### config.mk
export PLATFORM = sky130hd
export DESIGN_NAME = two_pool_request_byte_admission
export DESIGN_NICKNAME = d
export VERILOG_FILES = /design/src/tpba_pkg.sv /design/src/tpba_cfg.sv /design/src/tpba_core.sv /design/src/two_pool_request_byte_admission.sv
export SDC_FILE = /design/constraint.sdc
export NUM_CORES = 1
export LEC_CHECK = 0
export BUFFER_PORTS_ARGS = -buffer_cell sky130_fd_sc_hd__clkbuf_2
export CORE_ASPECT_RATIO = 0.6
export CORE_MARGIN = 2
export CORE_UTILIZATION = 35
export CTS_CLUSTER_SIZE = 40
export DETAILED_ROUTE_END_ITERATION = 10
export SYNTH_ARGS = -nofsm -noshare
export SYNTH_HDL_FRONTEND = slang
export SYNTH_SLANG_ARGS = --single-unit
### constraint.sdc
create_clock -name clk_i -period 22.2 [get_ports clk_i]
set_input_delay 2.22 -clock clk_i [delete_from_list [all_inputs] [get_ports clk_i]]
set_output_delay 2.22 -clock clk_i [all_outputs]
set_load 0.01 [all_outputs]
### src/tpba_pkg.sv
`timescale 1ns / 1ps

package tpba_pkg;

  localparam int unsigned CountW = 16;
  localparam int unsigned BytesW = 32;
  localparam int unsigned GenW   = 64;
  localparam int unsigned AddrW  = 4;
  localparam int unsigned DataW  = 32;

  localparam logic [CountW-1:0] LimitReset  = 16'd64;
  localparam logic [BytesW-1:0] BudgetReset = 32'd16777216;
  localparam logic [GenW-1:0]   GenReset    = 64'd1;

  typedef enum logic [1:0] {
    CMD_RESERVE = 2'd0,
    CMD_RELEASE = 2'd1,
    CMD_CLOSE   = 2'd2,
    CMD_QUERY   = 2'd3
  } cmd_e;

  typedef enum logic [2:0] {
    ST_OK        = 3'd0,
    ST_CLOSED    = 3'd1,
    ST_POOL_FULL = 3'd2,
    ST_NO_BUDGET = 3'd3,
    ST_UNDERFLOW = 3'd4
  } status_e;

  typedef enum logic [1:0] {
    REG_P0_LIMIT  = 2'd0,
    REG_P0_BUDGET = 2'd1,
    REG_P1_LIMIT  = 2'd2,
    REG_P1_BUDGET = 2'd3
  } reg_idx_e;

  typedef struct packed {
    logic [CountW-1:0] limit0;
    logic [BytesW-1:0] budget0;
    logic [CountW-1:0] limit1;
    logic [BytesW-1:0] budget1;
  } cfg_t;

  typedef struct packed {
    status_e           status;
    logic              closing;
    logic [GenW-1:0]   gen;
    logic [CountW-1:0] count;
    logic [BytesW-1:0] bytes;
    logic [CountW-1:0] count_peak;
    logic [BytesW-1:0] bytes_peak;
  } result_t;

endpackage

### src/tpba_cfg.sv
`timescale 1ns / 1ps

module tpba_cfg (
  input  logic                          clk_i,
  input  logic                          rst_ni,
  input  logic                          psel,
  input  logic                          penable,
  input  logic                          pwrite,
  input  logic [tpba_pkg::AddrW-1:0]    paddr,
  input  logic [tpba_pkg::DataW-1:0]    pwdata,
  output logic [tpba_pkg::DataW-1:0]    prdata,
  output logic                          pready,
  output tpba_pkg::cfg_t                cfg_o
);

  tpba_pkg::cfg_t     cfg_q;
  tpba_pkg::reg_idx_e idx;
  logic               wr_en;

  assign pready = 1'b1;
  assign idx    = tpba_pkg::reg_idx_e'(paddr[3:2]);
  assign wr_en  = psel && penable && pwrite && pready;

  always_ff @(posedge clk_i or negedge rst_ni) begin
    if (!rst_ni) begin
      cfg_q.limit0  <= tpba_pkg::LimitReset;
      cfg_q.budget0 <= tpba_pkg::BudgetReset;
      cfg_q.limit1  <= tpba_pkg::LimitReset;
      cfg_q.budget1 <= tpba_pkg::BudgetReset;
    end else if (wr_en) begin
      case (idx)
        tpba_pkg::REG_P0_LIMIT:  cfg_q.limit0  <= pwdata[tpba_pkg::CountW-1:0];
        tpba_pkg::REG_P0_BUDGET: cfg_q.budget0 <= pwdata[tpba_pkg::BytesW-1:0];
        tpba_pkg::REG_P1_LIMIT:  cfg_q.limit1  <= pwdata[tpba_pkg::CountW-1:0];
        tpba_pkg::REG_P1_BUDGET: cfg_q.budget1 <= pwdata[tpba_pkg::BytesW-1:0];
        default: ;
      endcase
    end
  end

  always_comb begin
    case (idx)
      tpba_pkg::REG_P0_LIMIT:  prdata = {16'd0, cfg_q.limit0};
      tpba_pkg::REG_P0_BUDGET: prdata = cfg_q.budget0;
      tpba_pkg::REG_P1_LIMIT:  prdata = {16'd0, cfg_q.limit1};
      tpba_pkg::REG_P1_BUDGET: prdata = cfg_q.budget1;
      default:                 prdata = '0;
    endcase
  end

  assign cfg_o = cfg_q;

endmodule

### src/tpba_core.sv
`timescale 1ns / 1ps

module tpba_core (
  input  logic                              clk_i,
  input  logic                              rst_ni,
  input  logic                              fire_i,
  input  tpba_pkg::cmd_e                    cmd_i,
  input  logic                              pool_i,
  input  logic [tpba_pkg::BytesW-1:0]       bytes_i,
  input  logic [tpba_pkg::GenW-1:0]         gen_i,
  input  tpba_pkg::cfg_t                    cfg_i,
  output tpba_pkg::result_t                 res_o
);

  logic                          closed_q, closed_d;
  logic [tpba_pkg::GenW-1:0]     gen_q, gen_d;
  logic [tpba_pkg::CountW-1:0]   cnt_q   [2];
  logic [tpba_pkg::BytesW-1:0]   byt_q   [2];
  logic [tpba_pkg::CountW-1:0]   cpk_q   [2];
  logic [tpba_pkg::BytesW-1:0]   bpk_q   [2];

  logic [tpba_pkg::CountW-1:0]   cnt_cur, cnt_d, cpk_cur, cpk_d, limit;
  logic [tpba_pkg::BytesW-1:0]   byt_cur, byt_d, bpk_cur, bpk_d, budget;
  logic [tpba_pkg::GenW-1:0]     gen_inc;
  tpba_pkg::status_e             status;

  assign cnt_cur = cnt_q[pool_i];
  assign byt_cur = byt_q[pool_i];
  assign cpk_cur = cpk_q[pool_i];
  assign bpk_cur = bpk_q[pool_i];
  assign limit   = pool_i ? cfg_i.limit1  : cfg_i.limit0;
  assign budget  = pool_i ? cfg_i.budget1 : cfg_i.budget0;
  assign gen_inc = gen_q + 64'd1;

  always_comb begin
    status   = tpba_pkg::ST_OK;
    closed_d = closed_q;
    gen_d    = gen_q;
    cnt_d    = cnt_cur;
    byt_d    = byt_cur;
    cpk_d    = cpk_cur;
    bpk_d    = bpk_cur;
    case (cmd_i)
      tpba_pkg::CMD_RESERVE: begin
        if (closed_q || (gen_q != gen_i)) begin
          status = tpba_pkg::ST_CLOSED;
        end else if (cnt_cur >= limit) begin
          status = tpba_pkg::ST_POOL_FULL;
        end else if ((bytes_i == '0) || (bytes_i > budget) ||
                     (byt_cur > (budget - bytes_i))) begin
          status = tpba_pkg::ST_NO_BUDGET;
        end else begin
          cnt_d = cnt_cur + 16'd1;
          byt_d = byt_cur + bytes_i;
          if (cnt_d > cpk_cur) begin
            cpk_d = cnt_d;
          end
          if (byt_d > bpk_cur) begin
            bpk_d = byt_d;
          end
        end
      end
      tpba_pkg::CMD_RELEASE: begin
        if ((cnt_cur == '0) || (byt_cur < bytes_i)) begin
          status = tpba_pkg::ST_UNDERFLOW;
        end else begin
          cnt_d = cnt_cur - 16'd1;
          byt_d = byt_cur - bytes_i;
        end
      end
      tpba_pkg::CMD_CLOSE: begin
        if (!closed_q) begin
          closed_d = 1'b1;
          // The generation never takes the value zero, even on wrap.
          gen_d    = (gen_inc == '0) ? 64'd1 : gen_inc;
        end
      end
      default: ;
    endcase
  end

  always_ff @(posedge clk_i or negedge rst_ni) begin
    if (!rst_ni) begin
      closed_q <= 1'b0;
      gen_q    <= tpba_pkg::GenReset;
      cnt_q    <= '{default: '0};
      byt_q    <= '{default: '0};
      cpk_q    <= '{default: '0};
      bpk_q    <= '{default: '0};
    end else if (fire_i) begin
      closed_q        <= closed_d;
      gen_q           <= gen_d;
      cnt_q[pool_i]   <= cnt_d;
      byt_q[pool_i]   <= byt_d;
      cpk_q[pool_i]   <= cpk_d;
      bpk_q[pool_i]   <= bpk_d;
    end
  end

  always_comb begin
    res_o.status     = status;
    res_o.closing    = closed_d;
    res_o.gen        = closed_d ? '0 : gen_d;
    res_o.count      = cnt_d;
    res_o.bytes      = byt_d;
    res_o.count_peak = cpk_d;
    res_o.bytes_peak = bpk_d;
  end

`ifndef ASSERT_OFF
  a_peak_cnt0: assert property (@(posedge clk_i) disable iff (!rst_ni)
    cpk_q[0] >= cnt_q[0]) else $error("pool 0 request peak below count");
  a_peak_byt1: assert property (@(posedge clk_i) disable iff (!rst_ni)
    bpk_q[1] >= byt_q[1]) else $error("pool 1 byte peak below count");
  a_gen_nz: assert property (@(posedge clk_i) disable iff (!rst_ni)
    gen_q != '0) else $error("generation became zero");
  a_close_sticky: assert property (@(posedge clk_i) disable iff (!rst_ni)
    !$fell(closed_q)) else $error("closed flag cleared");
`endif

endmodule

### src/two_pool_request_byte_admission.sv
`timescale 1ns / 1ps

// Each item is held in the input register while the decision and state update
// are made, and its result is then written to the result register, from which
// it is taken; decision and state update sit between the two registers.
// Throughput: one item per cycle, limited only by back-pressure on the result.
// Reset clears all counters, peaks and the closed flag, sets the generation to
// one and the configuration registers to their default limits and budgets.
module two_pool_request_byte_admission (
  input  logic                            clk_i,
  input  logic                            rst_ni,
  input  logic                            psel,
  input  logic                            penable,
  input  logic                            pwrite,
  input  logic [tpba_pkg::AddrW-1:0]      paddr,
  input  logic [tpba_pkg::DataW-1:0]      pwdata,
  output logic [tpba_pkg::DataW-1:0]      prdata,
  output logic                            pready,
  input  logic                            in_valid_i,
  output logic                            in_stall_o,
  input  logic [1:0]                      command_i,
  input  logic                            pool_i,
  input  logic [31:0]                     byte_count_i,
  input  logic [63:0]                     client_generation_i,
  output logic                            out_valid_o,
  input  logic                            out_stall_i,
  output logic [2:0]                      status_o,
  output logic                            is_closing_o,
  output logic [63:0]                     current_generation_o,
  output logic [15:0]                     active_count_o,
  output logic [31:0]                     active_total_bytes_o,
  output logic [15:0]                     count_peak_o,
  output logic [31:0]                     bytes_peak_o
);

  tpba_pkg::cfg_t    cfg;
  tpba_pkg::result_t res, res_q;

  logic              in_valid_q, out_valid_q;
  tpba_pkg::cmd_e    cmd_q;
  logic              pool_q;
  logic [31:0]       bytes_q;
  logic [63:0]       gen_q;
  logic              advance, fire, accept;

  tpba_cfg u_cfg (
    .clk_i   (clk_i),
    .rst_ni  (rst_ni),
    .psel    (psel),
    .penable (penable),
    .pwrite  (pwrite),
    .paddr   (paddr),
    .pwdata  (pwdata),
    .prdata  (prdata),
    .pready  (pready),
    .cfg_o   (cfg)
  );

  // The held item moves on whenever the result register is free or being taken.
  assign advance    = !out_valid_q || !out_stall_i;
  assign fire       = in_valid_q && advance;
  assign in_stall_o = in_valid_q && !advance;
  assign accept     = in_valid_i && !in_stall_o;

  always_ff @(posedge clk_i or negedge rst_ni) begin
    if (!rst_ni) begin
      in_valid_q <= 1'b0;
    end else if (advance || !in_valid_q) begin
      in_valid_q <= in_valid_i;
    end
  end

  always_ff @(posedge clk_i) begin
    if (accept) begin
      cmd_q   <= tpba_pkg::cmd_e'(command_i);
      pool_q  <= pool_i;
      bytes_q <= byte_count_i;
      gen_q   <= client_generation_i;
    end
  end

  tpba_core u_core (
    .clk_i   (clk_i),
    .rst_ni  (rst_ni),
    .fire_i  (fire),
    .cmd_i   (cmd_q),
    .pool_i  (pool_q),
    .bytes_i (bytes_q),
    .gen_i   (gen_q),
    .cfg_i   (cfg),
    .res_o   (res)
  );

  always_ff @(posedge clk_i or negedge rst_ni) begin
    if (!rst_ni) begin
      out_valid_q <= 1'b0;
    end else if (advance) begin
      out_valid_q <= fire;
    end
  end

  always_ff @(posedge clk_i) begin
    if (fire) begin
      res_q <= res;
    end
  end

  assign out_valid_o          = out_valid_q;
  assign status_o             = res_q.status;
  assign is_closing_o         = res_q.closing;
  assign current_generation_o = res_q.gen;
  assign active_count_o       = res_q.count;
  assign active_total_bytes_o = res_q.bytes;
  assign count_peak_o         = res_q.count_peak;
  assign bytes_peak_o         = res_q.bytes_peak;

endmodule
==> results of run 1 <==
-- worst max-delay path: stages, from the launching register on --
cell and delay (ns):
edfxtp_1 0.41, buf_4 0.65, mux2_2 0.45, ha_1 0.35, o21a_1 0.15, o31a_1 0.23, o211ai_1 0.22, and3_1 0.24
nor4_1 0.61, nor2_1 0.18, a21oi_1 0.24, a221oi_1 0.18, o21ai_0 0.27, xnor2_1 0.10, ha_1 0.29, nand4_1 0.19
or4_4 0.62, nor4_2 0.35, or3_1 0.29, o2111ai_2 0.27, or4_1 0.73, a221o_2 0.59, buf_4 0.35, nand2b_2 0.55
buf_4 0.40, mux2_1 0.33
-- metrics by stage --
step                      utilization  hold slack [ns]  setup WS, ns  instance area (µm²)  power [mW]
after floorplan                     -            0.440         14.01                35200        2.33
after global placement          0.383            0.452         12.97                38300        2.73
after detailed placement        0.383            0.459         12.91                38300        2.74
after CTS                       0.405            0.477         12.86                40600        3.93
after global routing            0.405            0.489         12.34                40600        4.15
final                           0.405            0.475         12.73                40600        3.92
-- area by class of cell --
cell class	count	area (µm²)
multi-input combinational	2341	17200
clock inverter	41	490
inverter	179	679
antenna	1	2.50
tap	1334	1670
fill	9690	59500
clock buffer	81	1750
sequential	618	16800
timing repair buffer	377	2020
-- path summary, 6_finish.rpt --
path	slack (ns)	to	cells past startpoint	startpoint
min	0.47	u_core.cnt_q[0]$_DFFE_PN0P_	1	u_core.cnt_q[0]$_DFFE_PN0P_
min reg2reg	0.47	u_core.cnt_q[0]$_DFFE_PN0P_	1	u_core.cnt_q[0]$_DFFE_PN0P_
max in group asynchronous	18.42	u_core.bpk_q[10]$_DFFE_PN0P_	3	rst_ni
max reg2reg	12.73	u_core.bpk_q[62]$_DFFE_PN0P_	25	pool_q$_DFFE_PP_
min in group asynchronous	1.52	u_core.gen_q[3]$_DFFE_PN0P_	1	rst_ni
max	12.73	u_core.bpk_q[62]$_DFFE_PN0P_	25	pool_q$_DFFE_PP_
-- sequential cells by signal, summed over array words and instances, names as in the netlist --
signal                cells
u_cfg.cfg_o              96
current_generation_o     64
gen_q                    64
u_core.bpk_q             64
u_core.byt_q             64
u_core.gen_q             64
active_total_bytes_o     32
bytes_peak_o             32
bytes_q                  32
u_core.cnt_q             32
u_core.cpk_q             32
active_count_o           16
count_peak_o             16
status_o                  3
cmd_q                     2
in_valid_q                1
is_closing_o              1
out_valid_o               1
pool_q                    1
u_core.closed_q           1
-- routing by layer --
metal | up-vias | track usage | wire [µm]
li1 | 12500 | - | -
met1 | 13100 | 0.315 | 51600
met5 | - | 0 | 37
met2 | 937 | 0.283 | 44100
met4 | 6 | 0.0500 | 2410
met3 | 138 | 0.0542 | 9170
-- cells by family (layout without fill, tap and decap cells) --
group	after synthesis	in the layout	share of synthesized area
flip-flops	618	618	0.476
multiplexers	346	346	0.111
buffers and inverters	356	678	0.0389
other	1	2	0.000106
XOR/XNOR	240	240	0.0597
AND/OR/NAND/NOR	897	897	0.124
AO/OA/AOI/OAI	660	660	0.119
adder cells (fa/ha/maj)	197	197	0.0706
-- synthesized netlist by cell type (12+ instances only) --
cell type,instances,share of area
dfrtp_1,350,0.25
nand2_1,265,0.028
edfxtp_1,263,0.22
mux2_2,197,0.063
nor2_1,195,0.021
ha_1,194,0.069
o21ai_0,188,0.027
inv_1,178,0.019
xnor2_1,161,0.040
a21oi_1,143,0.020
clkbuf_1,133,0.014
mux2i_1,123,0.035
xor2_1,79,0.020
nand3_1,64,0.0091
nand4_1,64,0.011
nor3_1,64,0.0091
and2_1,56,0.0099
a21o_1,46,0.0098
nor2b_1,43,0.0076
o21ai_1,37,0.0053
nor4_1,32,0.0057
and3_1,27,0.0048
o21a_1,27,0.0058
buf_1,25,0.0027
nand2b_1,25,0.0044
a211oi_1,21,0.0045
o211ai_1,20,0.0043
or3_1,19,0.0034
buf_2,17,0.0024
a31oi_1,16,0.0028
mux4_2,16,0.010
o21bai_1,16,0.0034
o221ai_1,14,0.0035
o22ai_1,14,0.0025
a221oi_1,12,0.0030
and4_1,12,0.0030
-- power breakdown --
group	internal [mW]	switching (mW)	total, mW
clock network	0.656	0.516	1.17
logic	0.514	0.806	1.32
registers	1.34	0.0815	1.43
==> results by group, run 1 <==
Clocking
  • Worst-Skew Late Latency: 0.67 ns
  • Total clock buffers created by CTS: 66
  • CTS tree: done
  • CTS Root Buffer Type: clkbuf_16
  • Clock slew at the register clock pins of the worst setup and hold paths: 0.07 ns
  • Clock Sinks: 618
  • H-tree lvl count: 3
  • Count of instances resized after the clock tree is built: 0
  • # hold bufs at CTS: 0
  • Buffers inserted during post-CTS setup optimization: 0
  • Buffer levels on the longest clock path: 3

Timing
  • Final Hold Fails: 0
  • Worst clock skew: about 0.048 ns
  • Final period utilization: 0.427
  • Setup violation total in the final timing report: 0
  • Sum of negative setup slack: 0 ns
  • RSZ-0062 raised after global routing: no
  • Rel. slew slack: 0.298
  • Final min period: between 9 and 10 ns
  • Slew at the pin closest to its max-slew limit: 1.02 ns
  • Number of max-slew violations in the final report: 0
  • Maximum achievable frequency: 0.106 GHz

Logic synthesis
  • Count of synthesis-stage warnings from yosys: 0
  • Netlist area before placement: 0.0352 mm²
  • Number of flops mapped to enable cells by yosys: 263
  • Sequential area share after synthesis: 0.476
  • Cells after Synth: 3,315
  • Flop and latch count out of synthesis: slightly above 600
  • Flip-flop cell with the highest count after synthesis: dfrtp_1
  • Number of nets produced by synthesis: about 3,700
  • Number of distinct library cells after synthesis: a little over 80
  • Share of async-settable or async-resettable flops after synthesis: 0.574
  • Synthesized area divided by synthesized cell count: about 11 µm²

Route
  • Final routed DRC violation total: 0
  • Average detailed-routed wire length per instance: 21.6 µm
  • Total vias in the final route: roughly 27,000
  • DRT Pass-1 Iters: 6
  • DR vias/cell: 5.36
  • DRT antenna net count: 0
  • DR iter-0 viols: 2,584
  • DRT Wirelength: roughly 110 mm

Floorplan
  • Die Ht: 250 µm
  • Effective utilization at floorplan: 0.352
  • Die area: 0.103 mm²
  • Die W: 414 µm
  • Top Ports: 341
  • Row count: 90
  • Placeable core area: 0.100 mm²

Run status
  • Run status: finished, final reports clean

Cells and area
  • Non-filler cells in the finished layout: 4,972
  • Synthesis-to-layout area growth: 15.1%
  • Most frequent cells in the layout: dfrtp_1, clkbuf_2, nand2_1
  • Final net count: ~4,000
  • Most common cell after layout, fill and taps aside: dfrtp_1
  • Fraction of final layout cells sized beyond drive strength 1: 0.204

Global routing
  • Global-route wire length before repair: 161 mm
  • Number of antenna violations at the first check in global routing: 9
  • Number of global-route vias before repair: about 25,000
  • Combined global-route utilization of all metal layers: 0.205
  • Grt ovf: 0
  • Maximum number of pins on one net before global-route repair: 159

Worst setup path
  • Worst path required time: 22.74 ns
  • Startpoint kind of the worst setup timing path: flop
  • Worst setup path category: reg2reg
  • Largest fanout of any net on the critical path: 48
  • Critical path capture point type: flop
  • Crit path arrival time: 10.01 ns

Min path
  • Worst min-delay path class: reg2reg

Flow run
  • Reported max-cap violation count: 0

Place
  • Final weighted congestion of routability-driven global placement: 0.930
  • Number of buffer cells added on primary ports: 337
  • Placed wire-length estimate after detailed placement: 80.0 mm
  • Number of placed instances, taps included: between 4,000 and 5,000

Pwr
  • Maximum vdd ir drop: 0.0575 mV
  • Leak pwr: approximately 18 nW
  • Total power divided by cell area: 96.6 mW/mm²
No activity file was read; power rests on OpenSTA's default activity.
==> run 2: changes to the inputs <==
clock period = 9.6 ns   (was 22.2 ns; I/O delays follow)
==> run 2 against run 1 <==
Compared with the run above:
- clock power increased by 120%
- sequential cell count unchanged
- global-route usage increased by 0.059 points
- largest cell class unchanged
==> results by group, run 2 (synthesis results as in run 1) <==
Cells and area
  • Most common cell after layout, fill and taps aside: dfrtp_1
  • Non-filler cells in the finished layout: 4,977
  • Synthesis-to-layout area growth: 14.9%
  • Antenna diode instance count: 0
  • Largest register FFs: between 90 and 100
  • Fraction of final layout cells sized beyond drive strength 1: 0.203
  • Most frequent cells in the layout: dfrtp_1, clkbuf_2, nand2_1
  • Final-layout fill cell count: approximately 9,600
  • Final net count: 3,929

Worst setup path
  • Worst setup path category: reg2reg
  • Worst path required time: 10.10 ns
  • Startpoint kind of the worst setup timing path: flop
  • Critical path capture point type: flop
  • Crit path arrival time: 9.17 ns
  • Largest fanout of any net on the critical path: 37

Floorplan
  • Top Ports: approximately 340
  • Row count: 90
  • Die Ht: 250 µm
  • Die area: 0.103 mm²
  • Die W: 414 µm
  • Effective utilization at floorplan: 0.352
  • Placeable core area: 0.100 mm²

Run status
  • Run status: finished, final reports clean

Route
  • Final routed DRC violation total: 0
  • Average detailed-routed wire length per instance: 21.6 µm
  • DR vias/cell: 5.35
  • DRT Pass-1 Iters: 6
  • DRT Wirelength: 108 mm
  • Total vias in the final route: ~27,000
  • DRT antenna net count: 0
  • DR iter-0 viols: 2,697

Place
  • Number of placed instances, taps included: 4,856
  • Final weighted congestion of routability-driven global placement: 0.923
  • Placed wire-length estimate after detailed placement: 80.3 mm
  • Number of buffer cells added on primary ports: 337

Clocking
  • Buffers inserted during post-CTS setup optimization: 0
  • CTS Root Buffer Type: clkbuf_16
  • CTS tree: done
  • Clock Sinks: a little over 600
  • Worst-Skew Late Latency: about 0.67 ns
  • Buffer levels on the longest clock path: 3
  • Count of instances resized after the clock tree is built: 0
  • # hold bufs at CTS: 0
  • Clock slew at the register clock pins of the worst setup and hold paths: roughly 0.070 ns
  • Total clock buffers created by CTS: 66
  • H-tree lvl count: 3

Global routing
  • Maximum number of pins on one net before global-route repair: 154
  • Combined global-route utilization of all metal layers: 0.206
  • Number of global-route vias before repair: around 25,000
  • Number of antenna violations at the first check in global routing: 3
  • Grt ovf: 0
  • Global-route wire length before repair: roughly 160 mm

Pwr
  • Overall power after layout: roughly 9 mW
  • Cell-internal power: 5.70 mW
  • Sw Pwr: between 3 and 4 mW
  • Maximum vdd ir drop: 0.156 mV
  • Comb power frac: 0.343
  • Switching share of total power: 0.363
  • Total power divided by cell area: 221 mW/mm²
  • Sequential group share of total power: 0.369
  • Leak pwr: 18.2 nW
  • Clk network pwr share: 0.288

Timing
  • Setup violation total in the final timing report: 0
  • Rel. slew slack: 0.296
  • Number of max-slew violations in the final report: 0
  • Slew at the pin closest to its max-slew limit: 1.06 ns
  • Sum of negative setup slack: 0 ns
  • Final Hold Fails: 0
  • Maximum achievable frequency: 0.115 GHz
  • RSZ-0062 raised after global routing: no
  • Worst clock skew: 0.0382 ns
  • Min Hold Slack: between 0.15 and 0.2 ns
  • Final min period: 8.67 ns
  • Final period utilization: 0.903

Flow run
  • Reported max-cap violation count: 0

Min path
  • Worst min-delay path class: in2async
-- run 2: changes by cell type in the layout (fill, tap and decap cells not counted) --
cell        previous run  this run
buf_4                 38        44
bufinv_16              7         3
clkbuf_1              11        14
clkinv_1               7        10
clkinv_2               9        12
clkinvlp_4             7         4
clkbuf_8               4         2
clkinv_4               3         1
clkinv_8               0         2
buf_12                 2         3
diode_2                1         0
inv_16                 3         2
inv_4                  0         1
inv_6                  5         4
-- run 2: worst max-delay path, stage by stage (launching register included) --
cell	delay (ns)
edfxtp_1	0.92
buf_4	0.41
mux2_2	0.41
ha_1	0.37
a21oi_1	0.17
o21ai_0	0.13
a21oi_1	0.32
and3_1	0.32
nor4_1	0.11
nor2_1	0.19
a21oi_1	0.13
a221oi_1	0.48
o21ai_0	0.22
xnor2_1	0.17
ha_1	0.30
nand4_1	0.17
or4_4	0.64
nor4_2	0.32
a31o_2	0.18
o2111ai_2	0.26
or4_1	0.77
a221o_2	0.37
nand2b_2	0.58
buf_4	0.41
nand2_1	0.08
o21ai_1	0.06
-- run 2: power by group through the flow --
stage	registers, mW	logic [mW]	clock network, mW
after floorplan	3.33	2.05	0
after global placement	3.34	2.99	0
after detailed placement	3.35	3.02	0
after CTS	3.30	3.04	2.64
after global routing	3.33	3.40	2.75
final	3.30	3.07	2.57
-- run 2: area by class of cell --
class                           count  area [µm²]  area share
Timing Repair Buffer              384        2090      0.0515
Clock inverter                     39         367     0.00905
Tap cell                         1334        1670      0.0412
Sequential cell                   618       16800       0.415
Inverter                          179         679      0.0168
Clock buffer                       82        1730      0.0428
Multi-Input combinational cell   2341       17200       0.424
-- run 2: per-stage QoR --
stage               utilization  worst slack [ns]  cell area, µm²
finish                    0.404             0.933           40500
global route              0.404             0.407           40500
CTS                       0.404             0.974           40500
detailed placement        0.384              1.04           38400
global placement          0.384              1.17           38400
floorplan                     -              1.41           35200
-- run 2: path summary, 6_finish.rpt --
check | from | endpoint | slack (ns) | cells after the start
min | rst_ni | u_core.gen_q[3]$_DFFE_PN0P_ | 0.17 | 1
max reg2reg | pool_q$_DFFE_PP_ | u_core.bpk_q[50]$_DFFE_PN0P_ | 0.93 | 25
max | pool_q$_DFFE_PP_ | u_core.bpk_q[50]$_DFFE_PN0P_ | 0.93 | 25
min in group clk_i | byte_count_i[22] | bytes_q[22]$_DFFE_PP_ | 0.47 | 1
min reg2reg | u_core.byt_q[8]$_DFFE_PN0P_ | u_core.byt_q[8]$_DFFE_PN0P_ | 0.47 | 2
max in group asynchronous | rst_ni | u_core.bpk_q[60]$_DFFE_PN0P_ | 7.45 | 3
-- run 2: per-layer routing --
metal	share of wire	track usage	vias to the layer above
met3	0.077	0.0475	151
met2	0.41	0.284	839
met5	0	0	-
li1	-	-	12500
met1	0.49	0.320	13100
met4	0.022	0.0498	0
